$ cat src/hw/rtl/id3v2_text_frame_extractor_macros.svh
// Assertion macros shared by the text frame extractor RTL.
// Uses the including module's i_clk and active-low i_rst_n.
`ifndef ID3V2_TEXT_FRAME_EXTRACTOR_MACROS_SVH
`define ID3V2_TEXT_FRAME_EXTRACTOR_MACROS_SVH

// Same-cycle implication, checked out of reset
`define ID3TFE_ASSERT_IMP(lbl, ante, cons, msg) \
    lbl: assert property (@(posedge i_clk) disable iff (!i_rst_n) (ante) |-> (cons)) \
        else $error(msg);

// Next-cycle implication, checked out of reset
`define ID3TFE_ASSERT_NXT(lbl, ante, cons, msg) \
    lbl: assert property (@(posedge i_clk) disable iff (!i_rst_n) (ante) |=> (cons)) \
        else $error(msg);

`endif

$ cat src/hw/rtl/id3tfe_pkg.sv
// Types, constants and the frame ID lookup for the text frame extractor.
// No dependencies; imported by every RTL module of the block.
package id3tfe_pkg;

    typedef enum logic [2:0] {
        PH_HEADER,
        PH_IDENT,
        PH_SIZE,
        PH_FLAGS,
        PH_ENC,
        PH_BODY,
        PH_STOP
    } t_phase;

    localparam int unsigned KIND_COUNT = 6;

    localparam logic [3:0] HEADER_LAST    = 4'd9;  // tag header is 10 bytes
    localparam logic [3:0] WORD_LAST      = 4'd3;  // ID and size are 4 bytes
    localparam logic [3:0] FLAGS_LAST     = 4'd1;  // two flag bytes
    localparam logic [3:0] COMMENT_SKIP   = 4'd4;  // language code + separator
    localparam logic [3:0] COUNT_MAX      = 4'd15;
    localparam logic [3:0] MAX_FRAMES_RST = 4'd6;

    localparam logic [2:0] KIND_TITLE   = 3'd0;
    localparam logic [2:0] KIND_COMMENT = 3'd5;

    localparam logic [31:0] KIND_IDS [KIND_COUNT] = '{
        32'h5449_5432,  // TIT2
        32'h5450_4531,  // TPE1
        32'h5441_4C42,  // TALB
        32'h5459_4552,  // TYER
        32'h5443_4F4E,  // TCON
        32'h434F_4D4D   // COMM
    };

    typedef struct packed {
        logic [2:0] frame_kind;
        logic [7:0] text_byte;
        logic       has_char;
        logic       last;
    } t_result;

    typedef struct packed {
        logic       hit;
        logic [2:0] kind;
    } t_match;

    // Look the frame ID up in the selected ID list
    function automatic t_match match_kind(input logic [31:0] ident);
        t_match m;
        m.hit  = 1'b0;
        m.kind = KIND_TITLE;
        for (int k = 0; k < KIND_COUNT; k++) begin
            if (ident == KIND_IDS[k]) begin
                m.hit  = 1'b1;
                m.kind = 3'(k);
            end
        end
        return m;
    endfunction

endpackage

$ cat src/hw/rtl/id3tfe_parser.sv
// Frame parser: walks tag header and frame fields, selects text frames.
// Depends on id3tfe_pkg; one byte per accepted beat, result is combinational.
module id3tfe_parser import id3tfe_pkg::*; (
    input  logic          i_clk,
    input  logic          i_rst_n,
    input  logic          i_take,
    input  logic [7:0]    i_data_byte,
    input  logic          i_file_start,
    input  logic [3:0]    i_max_frames,
    output logic          o_res_valid,
    output t_result       o_res
);

    t_phase       r_phase, n_phase;
    logic [3:0]   r_pos, n_pos;
    logic [31:0]  r_ident, n_ident;
    logic [31:0]  r_length, n_length;
    logic [31:0]  r_remain, n_remain;
    logic [2:0]   r_kind, n_kind;
    logic         r_sel, n_sel;
    logic [3:0]   r_count, n_count;
    logic         r_zero, n_zero;

    // State as seen by this beat: a file start clears the parse first
    t_phase       c_phase;
    logic [3:0]   c_pos;
    logic [3:0]   c_count;
    logic [31:0]  size_word;
    t_match       match;
    logic [3:0]   skip;
    logic         past_skip;
    logic         body_last;
    logic         body_take;

    assign c_phase   = i_file_start ? PH_HEADER : r_phase;
    assign c_pos     = i_file_start ? 4'd0 : r_pos;
    assign c_count   = i_file_start ? 4'd0 : r_count;
    assign size_word = {r_length[23:0], i_data_byte};
    assign match     = match_kind(r_ident);
    assign skip      = (r_kind == KIND_COMMENT) ? COMMENT_SKIP : 4'd0;
    assign past_skip = (r_pos >= skip);
    assign body_last = (r_remain == 32'd0);
    assign body_take = r_sel && past_skip && !r_zero;

    // Next phase
    always_comb begin
        n_phase = c_phase;
        case (c_phase)
            PH_HEADER: begin
                if (c_pos == HEADER_LAST) n_phase = PH_IDENT;
            end
            PH_IDENT: begin
                if (c_pos == 4'd0 && c_count >= i_max_frames) n_phase = PH_STOP;
                else if (c_pos == WORD_LAST)                  n_phase = PH_SIZE;
            end
            PH_SIZE: begin
                if (c_pos == WORD_LAST) begin
                    n_phase = (size_word == 32'd0) ? PH_STOP : PH_FLAGS;
                end
            end
            PH_FLAGS: begin
                if (c_pos == FLAGS_LAST) n_phase = PH_ENC;
            end
            PH_ENC: begin
                n_phase = (r_length == 32'd1) ? PH_IDENT : PH_BODY;
            end
            PH_BODY: begin
                if (body_last) n_phase = PH_IDENT;
            end
            PH_STOP: begin
                n_phase = PH_STOP;
            end
            default: begin
                n_phase = PH_STOP;
            end
        endcase
    end

    // Field registers and the result of this beat
    always_comb begin
        n_pos       = c_pos;
        n_ident     = r_ident;
        n_length    = r_length;
        n_remain    = r_remain;
        n_kind      = r_kind;
        n_sel       = r_sel;
        n_count     = c_count;
        n_zero      = r_zero;
        o_res_valid = 1'b0;
        o_res       = '{frame_kind: r_kind, text_byte: 8'd0, has_char: 1'b0, last: 1'b0};
        case (c_phase)
            PH_HEADER: begin
                n_pos = (c_pos == HEADER_LAST) ? 4'd0 : c_pos + 4'd1;
            end
            PH_IDENT: begin
                if (!(c_pos == 4'd0 && c_count >= i_max_frames)) begin
                    n_ident = {r_ident[23:0], i_data_byte};
                    n_pos   = (c_pos == WORD_LAST) ? 4'd0 : c_pos + 4'd1;
                end
            end
            PH_SIZE: begin
                n_length = size_word;
                n_pos    = (c_pos == WORD_LAST) ? 4'd0 : c_pos + 4'd1;
            end
            PH_FLAGS: begin
                n_pos = (c_pos == FLAGS_LAST) ? 4'd0 : c_pos + 4'd1;
            end
            PH_ENC: begin
                n_sel    = match.hit;
                n_kind   = match.kind;
                n_zero   = 1'b0;
                n_pos    = 4'd0;
                n_remain = r_length - 32'd2;
                if (r_length == 32'd1) begin
                    // Empty payload: close the frame right here
                    if (match.hit && c_count < COUNT_MAX) n_count = c_count + 4'd1;
                    o_res_valid = match.hit;
                    o_res = '{frame_kind: match.kind, text_byte: 8'd0,
                              has_char: 1'b0, last: 1'b1};
                end
            end
            PH_BODY: begin
                o_res.last = body_last;
                if (body_take) begin
                    if (i_data_byte == 8'd0) begin
                        n_zero = 1'b1;
                    end else begin
                        o_res.has_char  = 1'b1;
                        o_res.text_byte = i_data_byte;
                    end
                end
                o_res_valid = r_sel && (o_res.has_char || body_last);
                n_remain    = r_remain - 32'd1;
                if (r_pos < COMMENT_SKIP) n_pos = r_pos + 4'd1;
                if (body_last) begin
                    n_pos = 4'd0;
                    if (r_sel && c_count < COUNT_MAX) n_count = c_count + 4'd1;
                end
            end
            PH_STOP: begin
                n_pos = c_pos;
            end
            default: begin
                n_pos = c_pos;
            end
        endcase
    end

    // Advance the parse on every accepted beat
    always_ff @(posedge i_clk) begin
        if (!i_rst_n) begin
            r_phase  <= PH_HEADER;
            r_pos    <= 4'd0;
            r_ident  <= 32'd0;
            r_length <= 32'd0;
            r_remain <= 32'd0;
            r_kind   <= KIND_TITLE;
            r_sel    <= 1'b0;
            r_count  <= 4'd0;
            r_zero   <= 1'b0;
        end else if (i_take) begin
            r_phase  <= n_phase;
            r_pos    <= n_pos;
            r_ident  <= n_ident;
            r_length <= n_length;
            r_remain <= n_remain;
            r_kind   <= n_kind;
            r_sel    <= n_sel;
            r_count  <= n_count;
            r_zero   <= n_zero;
        end
    end

endmodule

$ cat src/hw/rtl/id3tfe_out_reg.sv
// Result register between the parser and the output channel.
// Depends on id3tfe_pkg for the result struct.
module id3tfe_out_reg import id3tfe_pkg::*; (
    input  logic    i_clk,
    input  logic    i_rst_n,
    input  logic    i_take,
    input  logic    i_res_valid,
    input  t_result i_res,
    output logic    o_load_ok,
    output logic    o_valid,
    input  logic    i_ready,
    output t_result o_res
);

    logic    r_valid;
    t_result r_res;

    // Room for a new result when empty or draining this cycle
    assign o_load_ok = !r_valid || i_ready;
    assign o_valid   = r_valid;
    assign o_res     = r_res;

    // Load a fresh result or drop the delivered one
    always_ff @(posedge i_clk) begin
        if (!i_rst_n) begin
            r_valid <= 1'b0;
        end else if (o_load_ok) begin
            r_valid <= i_take && i_res_valid;
        end
    end

    // Hold the payload while stalled
    always_ff @(posedge i_clk) begin
        if (o_load_ok && i_take && i_res_valid) begin
            r_res <= i_res;
        end
    end

endmodule

$ cat src/hw/rtl/id3v2_text_frame_extractor.sv
// A result appears in the output register in the cycle after its byte beat.
// Throughput: one byte per cycle while results are taken; a result left waiting in
// the output register stalls every byte, with or without a result, until it is taken.
// Reset (synchronous, active low) clears parse state, empties the output
// register and sets max_frames to 6. Depends on id3tfe_pkg and the macros header.
`include "id3v2_text_frame_extractor_macros.svh"

module id3v2_text_frame_extractor import id3tfe_pkg::*; (
    input  logic       i_clk,
    input  logic       i_rst_n,
    input  logic       i_cfg_we,
    input  logic [3:0] i_cfg_wdata,
    input  logic       i_valid,
    output logic       o_ready,
    input  logic [7:0] i_data_byte,
    input  logic       i_file_start,
    output logic       o_valid,
    input  logic       i_ready,
    output logic [2:0] o_frame_kind,
    output logic [7:0] o_text_byte,
    output logic       o_has_char,
    output logic       o_last
);

    logic [3:0] r_max_frames;
    logic       take;
    logic       res_valid;
    t_result    res;
    t_result    out_res;

    // Configuration register
    always_ff @(posedge i_clk) begin
        if (!i_rst_n) begin
            r_max_frames <= MAX_FRAMES_RST;
        end else if (i_cfg_we) begin
            r_max_frames <= i_cfg_wdata;
        end
    end

    assign take = i_valid && o_ready;

    id3tfe_parser u_parser (
        .i_clk        (i_clk),
        .i_rst_n      (i_rst_n),
        .i_take       (take),
        .i_data_byte  (i_data_byte),
        .i_file_start (i_file_start),
        .i_max_frames (r_max_frames),
        .o_res_valid  (res_valid),
        .o_res        (res)
    );

    id3tfe_out_reg u_out_reg (
        .i_clk       (i_clk),
        .i_rst_n     (i_rst_n),
        .i_take      (take),
        .i_res_valid (res_valid),
        .i_res       (res),
        .o_load_ok   (o_ready),
        .o_valid     (o_valid),
        .i_ready     (i_ready),
        .o_res       (out_res)
    );

    assign o_frame_kind = out_res.frame_kind;
    assign o_text_byte  = out_res.text_byte;
    assign o_has_char   = out_res.has_char;
    assign o_last       = out_res.last;

    // A character result never carries the terminating zero
    `ID3TFE_ASSERT_IMP(a_char_nonzero, o_valid && o_has_char, o_text_byte != 8'd0, "zero text byte emitted")
    // A result without a character only closes a frame
    `ID3TFE_ASSERT_IMP(a_close_is_last, o_valid && !o_has_char, o_last && o_text_byte == 8'd0, "empty result without last")
    // Kind codes stay within the selected ID list
    `ID3TFE_ASSERT_IMP(a_kind_range, o_valid, o_frame_kind <= KIND_COMMENT, "frame kind out of range")
    // A result taken with no byte offered leaves the output free next cycle
    `ID3TFE_ASSERT_NXT(a_ready_after_drain, o_valid && i_ready && !i_valid, !o_valid && o_ready, "output did not drain")

endmodule

$ cat config.mk
export PLATFORM = sky130hd
export DESIGN_NAME = id3v2_text_frame_extractor
export DESIGN_NICKNAME = d
export VERILOG_FILES = /design/src/hw/rtl/id3tfe_pkg.sv /design/src/hw/rtl/id3tfe_parser.sv /design/src/hw/rtl/id3tfe_out_reg.sv /design/src/hw/rtl/id3v2_text_frame_extractor.sv
export VERILOG_INCLUDE_DIRS = /design/src /design/src/hw/rtl
export SDC_FILE = /design/constraint.sdc
export NUM_CORES = 1
export LEC_CHECK = 0
export BUFFER_PORTS_ARGS = -buffer_cell sky130_fd_sc_hd__buf_2
export CORE_MARGIN = 2
export CORE_UTILIZATION = 56
export DETAILED_ROUTE_END_ITERATION = 8
export GPL_ROUTABILITY_DRIVEN = 0
export HOLD_SLACK_MARGIN = 0.02
export PLACE_DENSITY = 0.76
export SLEW_MARGIN = 10
export SYNTH_ARGS = -nofsm -noshare
export SYNTH_HDL_FRONTEND = slang
export SYNTH_HIERARCHICAL = 1
export SYNTH_SLANG_ARGS = --single-unit
$ cat constraint.sdc
create_clock -name i_clk -period 3.5 [get_ports i_clk]
set_input_delay 1.05 -clock i_clk [delete_from_list [all_inputs] [get_ports i_clk]]
set_output_delay 1.05 -clock i_clk [all_outputs]
set_load 0.01 [all_outputs]
==> metrics.yaml, run 1 <==
setup-violations-final: 0
layout_setup_ws_ps: 532.8
synth-seq-cells: 130
synth-main-ff-cell: "dfxtp_1"
antenna_found_initial: 0
core_sq_mm: 0.01267
yosysTopAreaCell: "dfxtp_1"
fin_util: 0.6507
r2r-end: "u_out_reg/o_res[8]"
rsz0062_at_grt: "false"
maxCapViolCount: 0
rr_worst_depth: 9
cp.arrival_ps: 3100
cp-end-kind: "register"
crit_slowest_cell: "nor2_1"
status: "completed"
leakage_nw: 2.984
rrSetupSlack_ps: 550
die_h_um: 117.9
crit_buf_inv: 3
hold_viol_final: 0
start_kind: "input pin"
cts_resized: 0
syn2layout_area_growth_pct: 13.43
wire_per_inst_um: 16.20
p_per_area_mw_per_mm2: 415.4
crit_path_cell_trace: "buf_2 > buf_4 > nor2b_1 > nand2_1 > nor2_1 > nand4_4 > o21ai_0 > nand2_2 > nor2b_4 > buf_12"
holdPathEnd: "u_parser/r_length[29]"
slowest_delay_ps: 350
yosysWarningCount: 6
hp-start: "u_parser/r_length[29]"
r2r-start: "u_parser/r_ident[7]"
insertion_delay_ps: 420
ios: 33
postCtsSetupRepairBufs: 0
routed_wirelength_mm: 18.31
yosysUniqueCellTypes: 75
synth_edf_count: 13
hold_depth: 2
grt_max_degree: 67
synth.yosys.seq_area_share: 0.3759
worstPathRequired_ps: 3630
vias: 6858
drv_slew: 0
first_pass_iters: 6
worst_slew_pin_slew_ps: 715.0
maxSlewHeadroom: 0.5234
grt_pass1_wl_mm: 30.11
die_w_um: 117.9
n_antenna_cell: 0
tns_ps: 0
fin_nets: 976
root_buffer: "clkbuf_16"
max-vdd-ir-drop_v: 0.0003305
path_max_fanout: 16
syn_inst: 916
ant_nets: 0
clock-sinks: 130
grt_usage: 0.2637
max_freq_mhz: 337.0
clock_skew_ps: 6.190
port_buffers: 32
path_delay_family: "simple AND/OR/NAND/NOR gates"
cts_hold_buf: 0
fin_crit_ps: 2967
clk_pin_slew_ps: 60
grt-ovfl-total: 0
worstHoldPathType: "register to register"
postSynthNetCount: 947
hpwl_mm: 12.25
rows: 41
cts_buffers: 17
synth_top_area_share: 0.3222
drt_iter0_markers: 616
drc: 0
dieArea_sq_mm: 0.01391
critical_path_class: "input pin to register"
drive_gt1_frac: 0.1190
cts_tree: "yes"
async_flop_share: 0
max-clock-path-buffers: 2
avgSynthCellArea_sq_um: 7.936
start_util: 0.5737
post-place-ws_ps: 150.7
first_global_vias: 6208
syn-cell-area_sq_mm: 0.007269
viasPerCell: 6.069
fin_crit_sh: 0.8478
ys_top_cells_by_area: "dfxtp_1 32%, a21oi_1 6.5%, nand2_1 6.4%"
htreeDepth: 4
place_area_sq_mm: 0.007701
final_area_sq_mm: 0.008245
metrics by stage:
stage	power (mW)	instances	hold WS [ps]
6_report	3.425	1130	474.8
5_1_grt	3.536	1130	493.2
4_1_cts	3.441	1130	474.1
3_5_place_dp	1.811	1098	458.4
3_3_place_gp	1.811	1098	459.8
2_1_floorplan	1.732	916	440.2
layout make-up:
cell class              count  area, sq um
flip-flops and latches    130         2733
clock buffers              18        429.2
well taps                 172        215.2
inverters                  25        93.84
repair buffers             63        430.4
clock inverters            14        115.1
multi-input cells         708         4229
fillers                  1097         4425
registers in the layout (all words and copies together) (netlist names):
signal / flops
u_out_reg/o_valid: 1
u_parser/r_phase: 3
u_parser/r_length: 32
u_out_reg/o_res: 13
r_max_frames: 4
u_parser/r_zero: 1
u_parser/r_count: 4
u_parser/r_pos: 4
u_parser/r_ident: 32
u_parser/r_remain: 32
u_parser/r_sel: 1
u_parser/r_kind: 3
cells in the final DEF, fill, tap and decap left out, types with 4 or more instances in the layout:
master / n
nand2_1: 123
dfxtp_1: 117
nor2_1: 96
a21oi_1: 94
o21ai_0: 52
mux2i_1: 40
nor3_1: 36
buf_2: 32
buf_4: 28
nand3_1: 27
inv_1: 23
xnor2_1: 18
clkbuf_16: 17
and2_1: 14
nor2b_1: 14
edfxtp_1: 13
ha_1: 13
nor4_1: 12
xor2_1: 12
nand4_1: 11
or3_1: 9
nor4b_1: 9
nand2b_1: 8
or4_1: 8
o211ai_1: 8
a211oi_1: 6
and3_1: 6
a22oi_1: 6
nand3b_1: 5
a31oi_1: 5
clkinv_2: 4
nor3b_1: 4
nand4b_1: 4
and4_1: 4
o22ai_1: 4
o221a_2: 4
o31ai_1: 4
report_power, final:
group / internal (mW) / switching [mW]
combinational: 0.0865 / 0.161
clock: 0.970 / 0.670
sequential: 1.52 / 0.0195
cells in the mapped netlist, drive strengths merged, types with 3 or more instances:
library cell / number
a21oi: 95
xor2: 12
nor2: 97
or3: 9
nand2: 124
a32oi: 3
nand4b: 4
o31ai: 4
o221a: 4
a31oi: 5
nand3: 27
o21a: 3
and3: 7
and2: 14
nor2b: 15
and4: 4
edfxtp: 13
nor4: 13
nand4: 12
nor4bb: 3
ha: 13
nor3: 37
xnor2: 18
nor3b: 4
inv: 24
nand2b: 9
nor4b: 9
clkbuf: 44
dfxtp: 117
o22ai: 4
o211ai: 8
nand3b: 5
buf: 9
o221ai: 3
or4: 10
o21ai: 52
mux2i: 40
a211oi: 6
a22oi: 6
worst reg2reg max path, cell delays in order, from the launching register on:
cell     delay, ps
dfxtp_1        330
nor4b_1        560
nand2_1        140
nor4_1         430
a21oi_1        270
and2_1         240
o21ai_0        250
nand2_2        130
nor2b_4        140
buf_12         160
layer usage:
| metal | up-vias | wire (um) | GRT usage |
|---|---|---|---|
| met2 | 279 | 8445 | 0.4132 |
| met1 | 3200 | 8306 | 0.3545 |
| li1 | 3349 | - | - |
| met4 | 0 | 322 | 0.1092 |
| met5 | - | 0 | 0 |
| met3 | 30 | 1232 | 0.05426 |
kinds of logic after synthesis:
family / count (synthesis) / share of synthesized area
and+or+nand+nor: 409 / 0.2869
xor gates and xnor gates: 30 / 0.03614
AOI/OAI and AO/OA: 215 / 0.1792
buffers and inverters: 78 / 0.04285
adders and majority gates: 13 / 0.02238
muxes: 41 / 0.05663
DFF: 130 / 0.3759
worst max-delay path by stage:
stage | start | endpoint | cells after the start
6_report | i_file_start | u_out_reg/o_res[8] | 10
5_1_grt | u_parser/r_ident[7] | u_out_reg/o_res[8] | 9
4_1_cts | u_parser/r_ident[7] | u_out_reg/o_res[8] | 9
3_5_place_dp | i_file_start | u_parser/r_ident[9] | 12
3_3_place_gp | i_file_start | u_out_reg/o_res[6] | 10
2_1_floorplan | i_file_start | u_parser/r_ident[2] | 13
Power figures use the tool's default switching activity.
==> inputs of run 2 (changes only) <==
- clock period: 3.5 -> 2.45 ns (I/O delays scaled with it)
==> run 2 against run 1 <==
Against the previous run:
- the flow now finishes with violations (negative setup slack)
- combinational power up 98%
- first-iteration DRC count up 41%
- via count up 14%
- global-route usage up 4.2 points
- power up 65%
- clock power up 81%
- clock skew up 1.5 ps
- largest cell class unchanged
==> metrics.yaml, run 2 (synthesis results as in run 1) <==
hpwl_mm: 14.16  # +16%
hold_viol_final: 0  # unchanged
cts_hold_buf: 0  # unchanged
start_util: 0.5737  # unchanged
layout_setup_ws_ps: -36.91  # -569.7 ps
ant_nets: 0  # unchanged
worst_slew_pin_slew_ps: 526.9  # -188.1 ps
maxCapViolCount: 0  # unchanged
routed_wirelength_mm: 22.70  # +24%
status: "complete, but fails checks"
cp.arrival_ps: 2780  # -320 ps
die_h_um: 117.9  # unchanged
maxSlewHeadroom: 0.6488  # +0.1254
place_area_sq_mm: 0.008703  # +13%
drc: 0  # unchanged
start_kind: "register"
max-clock-path-buffers: 2  # unchanged
drt_iter0_markers: 866  # +41%
dieArea_sq_mm: 0.01391  # unchanged
final_area_sq_mm: 0.009778  # +19%
worstHoldPathType: "register to register"
cts_buffers: 17  # unchanged
clock-sinks: 130  # unchanged
max_freq_mhz: 402.1
grt_max_degree: 54  # -19%
slowest_delay_ps: 490  # +140 ps
cts_tree: "yes"
multiInputGateArea_sq_mm: 0.004554  # +7.7%
grt-ovfl-total: 0  # unchanged
fin_nets: 1106  # +13%
grt_usage: 0.3057  # +0.04201
antenna_found_initial: 0  # unchanged
post-place-ws_ps: -382.1  # -532.7 ps
leakage_nw: 3.771  # +26%
worstPathRequired_ps: 2740  # -890 ps
drive_gt1_frac: 0.2813  # +0.1623
root_buffer: "clkbuf_16"
fillCellCount: 826  # -25%
clock_skew_ps: 7.659  # +1.469 ps
rows: 41  # unchanged
fin_crit_sh: 1.015
crit_top_cell: "nor4_4"
max-vdd-ir-drop_v: 0.0004367  # +32%
ios: 33  # unchanged
cp-end-kind: "register"
first_pass_iters: 8  # +2
crit_path_cell_trace: "inv_4 > ha_4 > or4b_4 > nor4_4 > nand3_2 > buf_6 > nor4_4 > xor2_1 > a221oi_2 > nor2_1"
first_global_vias: 7210  # +16%
drv_slew: 0  # unchanged
insertion_delay_ps: 420  # about the same
clk_pin_slew_ps: 60  # about the same
n_antenna_cell: 0  # unchanged
regArea_sq_mm: 0.002750  # +0.64%
holdWs_ps: 473.4  # -1.464 ps
htreeDepth: 4  # unchanged
crit_slowest_cell: "or4b_4"
port_buffers: 32  # unchanged
die_w_um: 117.9  # unchanged
syn2layout_area_growth_pct: 34.51
wire_per_inst_um: 18.01  # +11%
core_sq_mm: 0.01267  # unchanged
p_per_area_mw_per_mm2: 577.3  # +39%
final_common_cell: "buf_4"
layout_common_cells: "152 x buf_4, 123 x nand2_1, 107 x dfxtp_1"
reg_top3: "u_parser/r_ident x32, u_parser/r_length x32, u_parser/r_remain x32"
fin_crit_ps: 2487
grt_pass1_wl_mm: 34.85  # +16%
setup-violations-final: 18  # +18
total_power_mw: 5.645  # +65%
viasPerCell: 6.225  # +2.6%
critical_path_class: "register to register"
path_max_fanout: 3  # -13
vias: 7844  # +14%
violations: "negative setup slack"
rsz0062_at_grt: "true"
==> run 2: cell types whose count changed in the layout (fill, tap and decap cells not counted), sizes merged <==
cell	previous run	this run
clkbuf	18	20
buf	63	192
clkinvlp	3	1
clkinv	9	6
inv	26	25
bufinv	1	6
==> run 2: timing repair <==
item                                    CTS  global route
resized for setup                         6            54
gates cloned                              0             1
setup buffers                             2             9
endpoints found under the setup margin   19            55
pin swaps                                 4            20
==> run 2: routing by layer <==
layer	vias to the layer above	wire length, um	GRT usage
met5	-	0	0
met4	0	854	0.1160
met3	86	1903	0.05669
met2	431	10830	0.5087
met1	3706	9112	0.3942
li1	3621	-	-
==> run 2: critical path: cells and delay by family, from the launching register on <==
kind | cells | cell delay (ps)
xor gates and xnor gates | 1 | 140
buffers and inverters | 2 | 210
adders and majority gates | 1 | 140
AOI/OAI and AO/OA | 1 | 260
and+or+nand+nor | 5 | 1250
DFF | 1 | 350
==> run 2: area by class of cell <==
cell class,instances,share of cell area
clock inverter,13,0.02354
inverter,25,0.009853
sequential,130,0.2813
multi-input combinational,708,0.4658
tap,172,0.02201
timing repair buffer,193,0.1511
clock buffer,19,0.04645
==> run 2: report_power, final <==
| part | switching (mW) | total, mW | internal (mW) |
|---|---|---|---|
| registers | 0.0215 | 2.19 | 2.17 |
| logic | 0.277 | 0.490 | 0.213 |
| clock network | 0.997 | 2.97 | 1.97 |
==> run 2: worst paths after layout <==
kind                         startpoint                    end  slack [ps]  cells after the start
setup / recovery   u_parser/r_length[2]  u_parser/r_remain[27]         -40                     10
hold / removal    u_parser/r_remain[30]  u_parser/r_remain[30]         470                      2
setup reg to reg   u_parser/r_length[2]  u_parser/r_remain[27]         -40                     10
hold reg to reg   u_parser/r_remain[30]  u_parser/r_remain[30]         470                      2
==> run 2: through the flow <==
step / setup TNS [ps] / std cells / utilization
global placement: -10650 / 1218 / 0.6869
CTS: -19.48 / 1252 / 0.7447
finish: -448.0 / 1260 / 0.7717
detailed placement: -14200 / 1218 / 0.6869
floorplan: -10580 / 916 / -
global route: -2026 / 1260 / 0.7717
